[src/hw/rtl/ndgps_pkg.sv]
// types and constants shared by the grid position stepper
package ndgps_pkg;

    localparam int STORE_DIMS = 4;
    localparam int POS_W      = 9;
    localparam int SHIFT_W    = 16;
    localparam int LIN_W      = 33;
    localparam int MAG_W      = 16;
    localparam int CFG_IDX_W  = 3;
    localparam int CFG_DATA_W = 9;

    localparam logic [2:0] REQ_BEGIN = 3'd0;
    localparam logic [2:0] REQ_INC   = 3'd1;
    localparam logic [2:0] REQ_DEC   = 3'd2;
    localparam logic [2:0] REQ_ADD   = 3'd3;
    localparam logic [2:0] REQ_SUB   = 3'd4;
    localparam logic [2:0] REQ_SET   = 3'd5;

    localparam logic [CFG_IDX_W-1:0] CFG_DIM_COUNT = 3'd0;
    localparam logic [CFG_IDX_W-1:0] CFG_POINTS0   = 3'd1;
    localparam logic [CFG_IDX_W-1:0] CFG_POINTS1   = 3'd2;
    localparam logic [CFG_IDX_W-1:0] CFG_POINTS2   = 3'd3;
    localparam logic [CFG_IDX_W-1:0] CFG_POINTS3   = 3'd4;
    localparam logic [CFG_IDX_W-1:0] CFG_PERIODIC  = 3'd5;

    typedef logic [STORE_DIMS-1:0][POS_W-1:0] pos_vec_t;

    typedef struct packed {
        logic [2:0]                req_type;
        logic signed [SHIFT_W-1:0] shift_0;
        logic signed [SHIFT_W-1:0] shift_1;
        logic signed [SHIFT_W-1:0] shift_2;
        logic signed [SHIFT_W-1:0] shift_3;
        logic [1:0]                set_dim;
        logic [7:0]                set_value;
    } req_word_t;

    typedef struct packed {
        logic [POS_W-1:0] pos_0;
        logic [POS_W-1:0] pos_1;
        logic [POS_W-1:0] pos_2;
        logic [POS_W-1:0] pos_3;
        logic [LIN_W-1:0] linear_index;
        logic             at_end;
        logic             out_of_range;
    } rsp_word_t;

    typedef struct packed {
        logic             start;
        logic [MAG_W-1:0] dividend;
        logic [POS_W-1:0] divisor;
    } mod_ctrl_t;

    typedef struct packed {
        logic             busy;
        logic             done;
        logic [POS_W-1:0] rem;
    } mod_stat_t;

endpackage

[src/hw/rtl/nd_grid_position_stepper_unit.sv]
// grid position stepper top level: sequencer, config registers, shared multiplier
//
//  port group  dir  handshake          word
//  req         in   req_valid/ready    ndgps_pkg::req_word_t
//  rsp         out  rsp_valid/ready    ndgps_pkg::rsp_word_t
//  cfg         in   cfg_we             cfg_index, cfg_data
//
// a word passes the fix, op and linear index steps; shifts add a shift step per dimension and
// a serial remainder per periodic dimension (one bit a cycle), ending early once a shift leaves the range
// the linear index uses one multiplier twice per dimension
// req_ready is high only while idle; a finished word waits in the rsp register
// and the next word is taken meanwhile; no clearing pass after reset
module nd_grid_position_stepper_unit
#(
    parameter int MAX_DIMS   = 4,
    parameter int MAX_POINTS = 256
)
(
    input  logic                                    clk,
    input  logic                                    rst_n,
    input  logic                                    req_valid,
    output logic                                    req_ready,
    input  ndgps_pkg::req_word_t                    req_word,
    output logic                                    rsp_valid,
    input  logic                                    rsp_ready,
    output ndgps_pkg::rsp_word_t                    rsp_word,
    input  logic                                    cfg_we,
    input  logic [ndgps_pkg::CFG_IDX_W-1:0]         cfg_index,
    input  logic [ndgps_pkg::CFG_DATA_W-1:0]        cfg_data
);

    localparam int DIM_LIM = (MAX_DIMS < ndgps_pkg::STORE_DIMS) ? MAX_DIMS
                                                                : ndgps_pkg::STORE_DIMS;
    localparam int POS_W = ndgps_pkg::POS_W;
    localparam int LIN_W = ndgps_pkg::LIN_W;

    typedef enum logic [2:0]
    {
        ST_IDLE,
        ST_FIX,
        ST_OP,
        ST_SHIFT,
        ST_WAIT,
        ST_LIN_P,
        ST_LIN_S,
        ST_DONE
    } state_t;

    state_t                     state_reg;
    logic [2:0]                 dim_count_reg;
    ndgps_pkg::pos_vec_t        points_reg;
    logic [3:0]                 periodic_reg;
    ndgps_pkg::pos_vec_t        pos_reg;
    ndgps_pkg::pos_vec_t        shifted_reg;
    ndgps_pkg::req_word_t       req_reg;
    logic [2:0]                 dim_reg;
    logic                       oor_reg;
    logic                       neg_reg;
    logic [LIN_W-1:0]           lin_reg;
    logic [LIN_W-1:0]           stride_reg;
    logic [LIN_W-1:0]           prod_reg;
    logic                       rsp_valid_reg;
    ndgps_pkg::rsp_word_t       rsp_reg;

    logic [2:0]                 nd;
    ndgps_pkg::pos_vec_t        cnt;
    ndgps_pkg::pos_vec_t        op_pos_next;
    logic                       op_oor_next;
    logic [1:0]                 dsel;
    logic [ndgps_pkg::SHIFT_W-1:0] shift_sel;
    logic signed [17:0]         idx;
    logic [17:0]                idx_mag;
    logic [POS_W-1:0]           wrap_val;
    logic [POS_W-1:0]           mul_a;
    logic [LIN_W-1:0]           mul_full;
    ndgps_pkg::mod_ctrl_t       mod_ctrl;
    ndgps_pkg::mod_stat_t       mod_stat;

    function automatic logic is_point(ndgps_pkg::pos_vec_t p, logic [2:0] n,
                                      ndgps_pkg::pos_vec_t c);
        logic ok;
        ok = 1'b1;
        for (int i = 0; i < ndgps_pkg::STORE_DIMS; i++)
        begin
            if (3'(i) < n)
            begin
                if (p[i] >= c[i]) ok = 1'b0;
            end
            else if (p[i] != '0)
            begin
                ok = 1'b0;
            end
        end
        return ok;
    endfunction

    function automatic logic is_end(ndgps_pkg::pos_vec_t p, logic [2:0] n,
                                    ndgps_pkg::pos_vec_t c);
        logic ok;
        ok = 1'b1;
        for (int i = 0; i < ndgps_pkg::STORE_DIMS; i++)
        begin
            if (3'(i) == n - 3'd1)
            begin
                if (p[i] != c[i]) ok = 1'b0;
            end
            else if (p[i] != '0)
            begin
                ok = 1'b0;
            end
        end
        return ok;
    endfunction

    function automatic ndgps_pkg::pos_vec_t end_pos(logic [2:0] n, ndgps_pkg::pos_vec_t c);
        ndgps_pkg::pos_vec_t p;
        p = '0;
        for (int i = 0; i < ndgps_pkg::STORE_DIMS; i++)
        begin
            if (3'(i) == n - 3'd1) p[i] = c[i];
        end
        return p;
    endfunction

    always_comb
    begin
        if (dim_count_reg == 3'd0)
        begin
            nd = 3'd1;
        end
        else if (32'(dim_count_reg) > DIM_LIM)
        begin
            nd = 3'(DIM_LIM);
        end
        else
        begin
            nd = dim_count_reg;
        end
        for (int i = 0; i < ndgps_pkg::STORE_DIMS; i++)
        begin
            if (points_reg[i] == '0)
            begin
                cnt[i] = POS_W'(1);
            end
            else if (32'(points_reg[i]) > MAX_POINTS)
            begin
                cnt[i] = POS_W'(MAX_POINTS);
            end
            else
            begin
                cnt[i] = points_reg[i];
            end
        end
    end

    // begin, increment, decrement and set are resolved combinationally from the current position
    always_comb
    begin
        logic found;
        logic all_zero;
        op_pos_next = pos_reg;
        op_oor_next = 1'b0;
        found       = 1'b0;
        all_zero    = 1'b1;
        unique case (req_reg.req_type)
            ndgps_pkg::REQ_BEGIN:
            begin
                op_pos_next = '0;
            end
            ndgps_pkg::REQ_INC:
            begin
                if (is_end(pos_reg, nd, cnt))
                begin
                    op_oor_next = 1'b1;
                end
                else
                begin
                    op_pos_next[0] = pos_reg[0] + POS_W'(1);
                    for (int i = 0; i < ndgps_pkg::STORE_DIMS - 1; i++)
                    begin
                        if (3'(i + 1) < nd && op_pos_next[i] >= cnt[i])
                        begin
                            op_pos_next[i]     = '0;
                            op_pos_next[i + 1] = op_pos_next[i + 1] + POS_W'(1);
                        end
                    end
                end
            end
            ndgps_pkg::REQ_DEC:
            begin
                for (int i = 0; i < ndgps_pkg::STORE_DIMS; i++)
                begin
                    if (3'(i) < nd && pos_reg[i] != '0) all_zero = 1'b0;
                end
                if (all_zero)
                begin
                    op_oor_next = 1'b1;
                end
                else
                begin
                    for (int i = 0; i < ndgps_pkg::STORE_DIMS; i++)
                    begin
                        if (!found && 3'(i) < nd)
                        begin
                            if (pos_reg[i] == '0)
                            begin
                                op_pos_next[i] = cnt[i] - POS_W'(1);
                            end
                            else
                            begin
                                op_pos_next[i] = pos_reg[i] - POS_W'(1);
                                found          = 1'b1;
                            end
                        end
                    end
                end
            end
            ndgps_pkg::REQ_SET:
            begin
                if ({1'b0, req_reg.set_dim} < nd)
                begin
                    op_pos_next[req_reg.set_dim] = {1'b0, req_reg.set_value};
                    if (!is_point(op_pos_next, nd, cnt) && !is_end(op_pos_next, nd, cnt))
                    begin
                        op_pos_next = end_pos(nd, cnt);
                        op_oor_next = 1'b1;
                    end
                end
            end
            default:
            begin
            end
        endcase
    end

    assign dsel = dim_reg[1:0];

    always_comb
    begin
        unique case (dsel)
            2'd0:    shift_sel = req_reg.shift_0;
            2'd1:    shift_sel = req_reg.shift_1;
            2'd2:    shift_sel = req_reg.shift_2;
            default: shift_sel = req_reg.shift_3;
        endcase
        if (req_reg.req_type == ndgps_pkg::REQ_ADD)
        begin
            idx = $signed({9'b0, pos_reg[dsel]}) + $signed({{2{shift_sel[15]}}, shift_sel});
        end
        else
        begin
            idx = $signed({9'b0, pos_reg[dsel]}) - $signed({{2{shift_sel[15]}}, shift_sel});
        end
        idx_mag = idx[17] ? (18'd0 - 18'(idx)) : 18'(idx);
        if (neg_reg && mod_stat.rem != '0)
        begin
            wrap_val = cnt[dsel] - mod_stat.rem;
        end
        else
        begin
            wrap_val = mod_stat.rem;
        end
        mod_ctrl.start    = (state_reg == ST_SHIFT) && !oor_reg && (dim_reg < nd)
                            && periodic_reg[dsel];
        mod_ctrl.dividend = idx_mag[ndgps_pkg::MAG_W-1:0];
        mod_ctrl.divisor  = cnt[dsel];
        mul_a    = (state_reg == ST_LIN_P) ? pos_reg[dsel] : cnt[dsel];
        mul_full = LIN_W'(mul_a) * stride_reg;
    end

    ndgps_mod u_mod
    (
        .clk   (clk),
        .rst_n (rst_n),
        .ctrl  (mod_ctrl),
        .stat  (mod_stat)
    );

    always_ff @(posedge clk or negedge rst_n)
    begin
        if (!rst_n)
        begin
            state_reg     <= ST_IDLE;
            dim_count_reg <= 3'd1;
            points_reg    <= {ndgps_pkg::STORE_DIMS{POS_W'(256)}};
            periodic_reg  <= '0;
            pos_reg       <= '0;
            shifted_reg   <= '0;
            req_reg       <= '0;
            dim_reg       <= '0;
            oor_reg       <= 1'b0;
            neg_reg       <= 1'b0;
            lin_reg       <= '0;
            stride_reg    <= '0;
            prod_reg      <= '0;
            rsp_valid_reg <= 1'b0;
            rsp_reg       <= '0;
        end
        else
        begin
            if (cfg_we)
            begin
                unique case (cfg_index)
                    ndgps_pkg::CFG_DIM_COUNT: dim_count_reg <= cfg_data[2:0];
                    ndgps_pkg::CFG_POINTS0:   points_reg[0] <= cfg_data;
                    ndgps_pkg::CFG_POINTS1:   points_reg[1] <= cfg_data;
                    ndgps_pkg::CFG_POINTS2:   points_reg[2] <= cfg_data;
                    ndgps_pkg::CFG_POINTS3:   points_reg[3] <= cfg_data;
                    ndgps_pkg::CFG_PERIODIC:  periodic_reg  <= cfg_data[3:0];
                    default:                  periodic_reg  <= periodic_reg;
                endcase
            end

            if (state_reg == ST_DONE && (!rsp_valid_reg || rsp_ready))
            begin
                rsp_valid_reg <= 1'b1;
            end
            else if (rsp_valid_reg && rsp_ready)
            begin
                rsp_valid_reg <= 1'b0;
            end

            unique case (state_reg)
                ST_IDLE:
                begin
                    if (req_valid)
                    begin
                        req_reg   <= req_word;
                        state_reg <= ST_FIX;
                    end
                end
                ST_FIX:
                begin
                    // stale position after a register change goes to the end
                    if (!is_point(pos_reg, nd, cnt) && !is_end(pos_reg, nd, cnt))
                    begin
                        pos_reg <= end_pos(nd, cnt);
                    end
                    state_reg <= ST_OP;
                end
                ST_OP:
                begin
                    dim_reg     <= '0;
                    neg_reg     <= 1'b0;
                    shifted_reg <= pos_reg;
                    lin_reg     <= '0;
                    stride_reg  <= LIN_W'(1);
                    if (req_reg.req_type == ndgps_pkg::REQ_ADD
                        || req_reg.req_type == ndgps_pkg::REQ_SUB)
                    begin
                        oor_reg   <= 1'b0;
                        state_reg <= ST_SHIFT;
                    end
                    else
                    begin
                        pos_reg   <= op_pos_next;
                        oor_reg   <= op_oor_next;
                        state_reg <= ST_LIN_P;
                    end
                end
                ST_SHIFT:
                begin
                    if (oor_reg || dim_reg >= nd)
                    begin
                        pos_reg    <= oor_reg ? end_pos(nd, cnt) : shifted_reg;
                        dim_reg    <= '0;
                        state_reg  <= ST_LIN_P;
                    end
                    else if (periodic_reg[dsel])
                    begin
                        neg_reg   <= idx[17];
                        state_reg <= ST_WAIT;
                    end
                    else if (idx[17] || idx[16:0] >= {8'b0, cnt[dsel]})
                    begin
                        oor_reg <= 1'b1;
                    end
                    else
                    begin
                        shifted_reg[dsel] <= idx[POS_W-1:0];
                        dim_reg           <= dim_reg + 3'd1;
                    end
                end
                ST_WAIT:
                begin
                    if (mod_stat.done)
                    begin
                        shifted_reg[dsel] <= wrap_val;
                        dim_reg           <= dim_reg + 3'd1;
                        state_reg         <= ST_SHIFT;
                    end
                end
                ST_LIN_P:
                begin
                    if (dim_reg >= nd)
                    begin
                        state_reg <= ST_DONE;
                    end
                    else
                    begin
                        prod_reg  <= mul_full;
                        state_reg <= ST_LIN_S;
                    end
                end
                ST_LIN_S:
                begin
                    lin_reg    <= lin_reg + prod_reg;
                    stride_reg <= mul_full;
                    dim_reg    <= dim_reg + 3'd1;
                    state_reg  <= ST_LIN_P;
                end
                ST_DONE:
                begin
                    if (!rsp_valid_reg || rsp_ready)
                    begin
                        rsp_reg.pos_0        <= pos_reg[0];
                        rsp_reg.pos_1        <= pos_reg[1];
                        rsp_reg.pos_2        <= pos_reg[2];
                        rsp_reg.pos_3        <= pos_reg[3];
                        rsp_reg.linear_index <= lin_reg;
                        rsp_reg.at_end       <= is_end(pos_reg, nd, cnt);
                        rsp_reg.out_of_range <= oor_reg;
                        state_reg            <= ST_IDLE;
                    end
                end
                default:
                begin
                    state_reg <= ST_IDLE;
                end
            endcase
        end
    end

    assign req_ready = (state_reg == ST_IDLE);
    assign rsp_valid = rsp_valid_reg;
    assign rsp_word  = rsp_reg;

    a_idle_mod_quiet: assert property (@(posedge clk) disable iff (!rst_n)
        (state_reg == ST_IDLE) |-> !mod_stat.busy)
        else $error("remainder unit busy while idle");

    a_accept_blocks: assert property (@(posedge clk) disable iff (!rst_n)
        (req_valid && req_ready) |=> !req_ready)
        else $error("ready stayed high after a word was taken");

    a_rsp_from_done: assert property (@(posedge clk) disable iff (!rst_n)
        $rose(rsp_valid_reg) |-> ($past(state_reg) == ST_DONE))
        else $error("response raised outside the done step");

    a_wait_has_unit: assert property (@(posedge clk) disable iff (!rst_n)
        (state_reg == ST_WAIT && !mod_stat.done) |-> mod_stat.busy)
        else $error("waiting on an idle remainder unit");

endmodule

[src/hw/rtl/ndgps_mod.sv]
// bit-serial restoring remainder unit for periodic wrap
module ndgps_mod
(
    input  logic                clk,
    input  logic                rst_n,
    input  ndgps_pkg::mod_ctrl_t ctrl,
    output ndgps_pkg::mod_stat_t stat
);

    logic [ndgps_pkg::MAG_W-1:0] quo_reg;
    logic [ndgps_pkg::POS_W-1:0] rem_reg;
    logic [ndgps_pkg::POS_W-1:0] div_reg;
    logic [3:0]                  bit_reg;
    logic                        busy_reg;
    logic                        done_reg;
    logic [ndgps_pkg::POS_W:0]   trial;
    logic [ndgps_pkg::POS_W-1:0] rem_next;

    always_comb
    begin
        trial = {rem_reg, quo_reg[ndgps_pkg::MAG_W-1]};
        if (trial >= {1'b0, div_reg})
        begin
            rem_next = ndgps_pkg::POS_W'(trial - {1'b0, div_reg});
        end
        else
        begin
            rem_next = trial[ndgps_pkg::POS_W-1:0];
        end
    end

    always_ff @(posedge clk or negedge rst_n)
    begin
        if (!rst_n)
        begin
            quo_reg  <= '0;
            rem_reg  <= '0;
            div_reg  <= '0;
            bit_reg  <= '0;
            busy_reg <= 1'b0;
            done_reg <= 1'b0;
        end
        else
        begin
            done_reg <= 1'b0;
            if (ctrl.start)
            begin
                quo_reg  <= ctrl.dividend;
                div_reg  <= ctrl.divisor;
                rem_reg  <= '0;
                bit_reg  <= 4'(ndgps_pkg::MAG_W - 1);
                busy_reg <= 1'b1;
            end
            else if (busy_reg)
            begin
                rem_reg <= rem_next;
                quo_reg <= {quo_reg[ndgps_pkg::MAG_W-2:0], 1'b0};
                bit_reg <= bit_reg - 4'd1;
                if (bit_reg == 4'd0)
                begin
                    busy_reg <= 1'b0;
                    done_reg <= 1'b1;
                end
            end
        end
    end

    assign stat.busy = busy_reg;
    assign stat.done = done_reg;
    assign stat.rem  = rem_reg;

endmodule

[config.mk]
export PLATFORM = sky130hd
export DESIGN_NAME = nd_grid_position_stepper_unit
export DESIGN_NICKNAME = d
export VERILOG_FILES = /design/src/hw/rtl/ndgps_pkg.sv /design/src/hw/rtl/nd_grid_position_stepper_unit.sv /design/src/hw/rtl/ndgps_mod.sv
export SDC_FILE = /design/constraint.sdc
export NUM_CORES = 2
export LEC_CHECK = 0
export ABC_AREA = 1
export BUFFER_PORTS_ARGS = -buffer_cell sky130_fd_sc_hd__buf_2
export CAP_MARGIN = 30
export CORE_ASPECT_RATIO = 1.5
export CORE_MARGIN = 5
export CORE_UTILIZATION = 40
export CTS_CLUSTER_DIAMETER = 30
export DETAILED_ROUTE_END_ITERATION = 8
export GPL_TIMING_DRIVEN = 0
export PLACE_DENSITY = 0.63
export REMOVE_ABC_BUFFERS = 1
export SKIP_CTS_REPAIR_TIMING = 1
export SLEW_MARGIN = 20
export SYNTH_ARGS = -nofsm -noshare
export SYNTH_HDL_FRONTEND = slang
export SYNTH_SLANG_ARGS = --single-unit
[constraint.sdc]
create_clock -name clk -period 9.1 [get_ports clk]
set_clock_uncertainty 0.1 [all_clocks]
set_input_delay 1.82 -clock clk [delete_from_list [all_inputs] [get_ports clk]]
set_output_delay 1.82 -clock clk [all_outputs]
set_load 0.01 [all_outputs]
After elaboration in Yosys (flattened, before gate mapping)
Index checks and enable logic that the tools add are counted.
{"block": "classes", "n_mul": 1, "bitwise": 1, "mux": 175, "order_cmp": 29, "n_addsub": 21, "n_reduce_logical": 82, "n_eq_ne": 53}
{"op": "$mux W36", "n": 12}
{"op": "$mux W9", "n": 29}
{"op": "$pmux W36 S3", "n": 2}
{"op": "$mux W18", "n": 8}
{"op": "$pmux W36 S4", "n": 1}
{"op": "$pmux W33 S2", "n": 2}
{"op": "$bwmux W36", "n": 3}
{"op": "$ge A9 B9 Y1", "n": 11}
{"op": "$mux W1", "n": 90}
{"op": "$reduce_bool A9 Y1", "n": 9}
{"op": "$logic_not A9 Y1", "n": 8}
{"op": "$ne A9 B9 Y1", "n": 8}
{"op": "$sub A9 B1 Y9 const B", "n": 8}
{"op": "$mux W16", "n": 3}
{"op": "$pmux W16 S3", "n": 1}
{"op": "$add A9 B1 Y9 const B", "n": 4}
{"op": "$bmux W9 S2", "n": 2}
{"op": "$demux W9 S2", "n": 2}
{"op": "$gt A9 B9 Y1 const B", "n": 4}
{"op": "$mux W3", "n": 12}
{"op": "$add A33 B33 Y33", "n": 1}
{"op": "$mul A9 B33 Y33", "n": 1}
{"op": "$ne A3 B3 Y1 const B", "n": 9}
{"op": "$reduce_and A9 Y1", "n": 3}
{"op": "other kinds (50)", "n": 129}
{"block": "totals", "wordCells": 404, "ff_bits": 411, "inputBits": 94, "output_inout_bits": 73}

Depth between registers and ports, before layout
{"block": "logic_depth", "ltp_word": 29, "ltp_mapped": 51, "mapped_depth_nobuf": 50}

By module
Synthesis repeated with hierarchy kept, for this count alone.
{"block": "unflattened", "hier_cells": 5238, "hier_area_um2": 37268.2}
{"mod": "nd_grid_position_stepper_unit", "cells_each": 4953, "area_each_um2": 34977.3, "instances": 1, "seq_area_each_um2": 9290.2}
{"mod": "ndgps_mod", "cells_each": 285, "area_each_um2": 2290.9, "instances": 1, "seq_area_each_um2": 1001.0}

Least setup slack after synthesis
No wires, ideal clock.
{"block": "synth_path", "kind": "register to register", "from": "register dim_reg[0]", "to": "register stride_reg[27]", "n_path_buf": 5, "setup_ns": 0.130, "stages_incl_launch_ff": 33, "period_less_slack_ns": 6.893, "setup_slack_ns": 2.207, "t_required_ns": 8.870, "arrival_ns": 6.663, "cell_sequence": "dfrtp_1 clkinv_1 clkbuf_1 buf_2 buf_1 a21oi_1 o21ai_0 nand2_1 inv_1 nand2_1 nand2_1 clkbuf_1 clkbuf_1 nand2_1 fa_1 inv_1 fa_1 fa_1 fa_1 ha_1 inv_1 o21bai_1 a31oi_1 o21ai_0 a21boi_0 o21bai_1 a21oi_1 inv_1 a21oi_1 o21bai_1 or2_2 nand3_1 o21ai_0"}
{"block": "synth_between", "elab_chain_len": 5, "elab_cells_between_ends": 7, "classes_between": "mul (1); mux (6)"}
{"item": "start, declared", "line_no": "nd_grid_position_stepper_unit.sv:56", "text": "logic [2:0] dim_reg;"}
{"item": "start signal, assigned", "line_no": "nd_grid_position_stepper_unit.sv:381", "text": "dim_reg <= dim_reg + 3'd1;"}
{"item": "start signal, assigned", "line_no": "nd_grid_position_stepper_unit.sv:389", "text": "dim_reg <= dim_reg + 3'd1;"}
{"item": "start signal, assigned", "line_no": "nd_grid_position_stepper_unit.sv:409", "text": "dim_reg <= dim_reg + 3'd1;"}
{"item": "$bmux W9 S2", "line_no": "nd_grid_position_stepper_unit.sv:267", "text": "mul_a = (state_reg == ST_LIN_P) ? pos_reg[dsel] : cnt[dsel];"}
{"item": "$mux W9 (implied by the code)", "line_no": "nd_grid_position_stepper_unit.sv:267"}
{"item": "$mux W9 *", "line_no": "nd_grid_position_stepper_unit.sv:267"}
{"item": "$mul A9 B33 Y33 *", "line_no": "nd_grid_position_stepper_unit.sv:268", "text": "mul_full = LIN_W'(mul_a) * stride_reg;"}
{"item": "$pmux W33 S2 *", "line_no": "nd_grid_position_stepper_unit.sv:323", "text": "unique case (state_reg)"}
{"item": "end signal, assigned", "line_no": "nd_grid_position_stepper_unit.sv:408", "text": "stride_reg <= mul_full;"}
{"item": "end, declared", "line_no": "nd_grid_position_stepper_unit.sv:60", "text": "logic [LIN_W-1:0] stride_reg;"}
Every way passes the cells marked *; elsewhere a longest branch is shown, timed or not. The select of a mux whose other input is x is not followed.
A chain may end at the register's enable or synchronous reset.

Worst setup path after layout
{"block": "layout_path", "from": "register dim_reg[1]", "to": "register stride_reg[30]"}
Same word-level chain as after synthesis.

==> flow_summary_export.csv <==
group,metric,value,unit
finish,multi_input_area,23100,um^2
worst_setup_path,crit_fanout,29,
floorplanning,initial_utilization,40.1,%
placed_design,post_dp_cell_area,38900,um^2
clock_network,cts_root_buffer,"clkbuf_16",
clock_network,path_clk_slew,0.05,ns
finish,nFillCells,9207,
worst_setup_path,required,9.60,ns
clock_network,clock_path_buffers,3,
logic_synthesis,yosys_most_used_dff,"dfrtp_1",
finish,finalNonFillerCells,6419,
clock_network,htreeDepth,3,
logic_synthesis,synth_top_area_share,27.8,%
logic_synthesis,syn_inst,5051,
logic_synthesis,ys_seq_area_share,28.1,%
timing,max_freq,115,MHz
detailed_routing,ant_nets,0,
placed_design,io_buffers,166,
floorplanning,core,91200,um^2
placed_design,placed_cells,6239,
detailed_routing,initialDrtViolationCount,2652,
placed_design,gp_congestion,1.03,
logic_synthesis,async_flop_share,100,%
detailed_routing,remaining_drc_errors,0,
floorplanning,ios,167,
finish,design_area,42400,um^2
logic_synthesis,post-synth-top-count-cell,"nand2_1",
logic_synthesis,syn_area_per_cell,7.25,um^2
min_path,hold_class,"reg -> reg",
detailed_routing,viasPerCell,5.52,
global_route,grt.total_usage,27.5,%
floorplanning,die_h,380,um
worst_setup_path,end_kind,"flop",
logic_synthesis,synth_cell_types,68,
finish,final_core_util,46.4,%
global_route,antenna_found_initial,6,
logic_synthesis,synthTopCellsByArea,"dfrtp_1 28%, nand2_1 14%, fa_1 10%",
outcome,outcome,"completed",
power_and_ir_drop,power_density,154,nW/um^2
finish,area_delta_synth_final,15.7,%
floorplanning,dieArea,97800,um^2
worst_setup_path,startpoint_type,"flop",
logic_synthesis,synth-edff-count,0,
timing,slew-limit-headroom,20.0,%
global_route,overflow,0,
finish,seqCellArea,10300,um^2
run,maxCapViolCount,0,
logic_synthesis,ys_ff_latch,411,
detailed_routing,dr.pass1.iters,8,
timing,hold_viol,0,
timing,setup_viol_count_final,0,
finish,largest_reg_flops,77,
power_and_ir_drop,irDropWorstVdd,0.162,mV
floorplanning,rows,136,
worst_setup_path,arrival,9.24,ns
clock_network,cts_buffers,92,
finish,layout-drive-gt1-share,12.1,%
clock_network,cts.sinks,411,
detailed_routing,vias,35403,
logic_synthesis,yosys_warnings,0,
floorplanning,fp.dieW,257,um
finish,final_nets,5679,
logic_synthesis,synth_common_cells,"1344 x nand2_1, 646 x inv_1, 459 x nor2_1",
power_and_ir_drop,total_leakage_power,21.1,nW
clock_network,cts_tree,"done",
global_route,grt_first_pass_wirelength,208000,um
clock_network,clkLatencyLatePin,0.70,ns
timing,tightest_slew,1.20,ns
detailed_routing,routed_wl,138000,um
logic_synthesis,yosys.area.top_type,"dfrtp_1",
global_route,grt_start_max_net_pins,92,
timing,drv_slew,0,
worst_setup_path,crit_type,"reg -> reg",
detailed_routing,post_drt_wl_per_cell,21.4,um
timing,min_period_over_period,95.9,%
timing,fin_crit,8.73,ns
logic_synthesis,synth_area,36600,um^2
global_route,grt_pass1_vias,35337,
placed_design,dp_hpwl,105000,um
through the flow:
stage	TNS [ns]	worst slack, ns	hold WS (ns)	power (mW)
global placement	-1266.30	-2.90	0.362	2.93
detailed placement	-3.44	-0.375	0.368	2.96
global route	-0.0395	-0.0349	0.395	6.76
floorplan	0	1.61	0.346	2.51
CTS	-5.01	-0.526	0.382	6.55
finish	0	0.369	0.377	6.52
power by group:
part | switching [mW] | total (mW) | internal [mW] | leakage [nW]
combinational | 0.759 | 1.04 | 0.277 | 14.0
sequential | 0.0623 | 1.93 | 1.87 | 5.55
clock | 1.25 | 3.56 | 2.30 | 1.62
critical path, cell delays in order (launching register included):
cell	delay, ns
dfrtp_1	0.88
clkinv_1	0.51
buf_16	0.30
a32oi_1	0.85
nand2_1	0.28
nand2_2	0.66
nor2_1	0.14
fa_1	0.56
inv_1	0.06
fa_1	0.52
fa_1	0.50
inv_1	0.05
fa_1	0.46
ha_1	0.36
nand2_1	0.08
nor3_1	0.20
nand3_1	0.11
nand4_1	0.19
a31oi_1	0.20
o21bai_1	0.27
a21oi_1	0.15
o21ai_0	0.39
nand3_1	0.12
nand2_1	0.10
xor2_1	0.39
nand2_1	0.09
o21ai_0	0.09
worst paths after layout:
path	start	to	slack, ns	depth (start not counted)
min in group asynchronous	rst_n	shifted_reg[35]	0.95	1
hold / removal	rsp_word[66]	rsp_word[66]	0.38	2
setup / recovery	dim_reg[1]	stride_reg[30]	0.37	26
hold reg to reg	rsp_word[66]	rsp_word[66]	0.38	2
max in group asynchronous	rst_n	rsp_word[52]	6.36	4
setup reg to reg	dim_reg[1]	stride_reg[30]	0.37	26
layout make-up:
class / count / share of cell area [%]
multi-input cells: 3785 / 54.6
well taps: 1173 / 3.46
clock buffers: 109 / 5.87
flip-flops and latches: 411 / 24.3
repair buffers: 208 / 3.83
clock inverters: 62 / 1.97
diodes: 4 / 0.0236
inverters: 667 / 5.96
layer usage:
layer  global-route usage (%)  routed length [um]  vias up
li1                         -                   -    16610
met1                     29.6               49600    16916
met2                     47.5               66500     1323
met3                     4.21                7810      552
met4                     22.7               13600        2
met5                        0                  13        -
layout by cell type, fill, tap and decap left out, drive strengths merged, types with 4 or more instances in the layout:
cell	instances
a31oi	18
dfstp	5
fa	190
xnor2	31
nor2	466
nand3b	7
o22ai	45
o21bai	18
bufinv	11
nand3	236
or2	28
o21ai	423
o211ai	35
a32oi	4
nor4	17
xor2	65
ha	230
a22oi	11
buf	208
clkinvlp	9
a211oi	8
clkinv	31
nand2	1396
o41ai	4
dfrtp	406
inv	678
clkbuf	109
o221ai	8
mux2	56
diode	4
nor3	45
o21a	12
nand4	53
a21oi	338
a21o	8
a21boi	8
logic make-up after synthesis:
group	share of synthesized area, %
xor gates and xnor gates	2.36
buffers and inverters	9.11
and+or+nand+nor	25.5
DFF	28.1
AOI/OAI and AO/OA	14.9
muxes	1.72
adders and majority gates	18.3
Power figures use the tool's default switching activity.
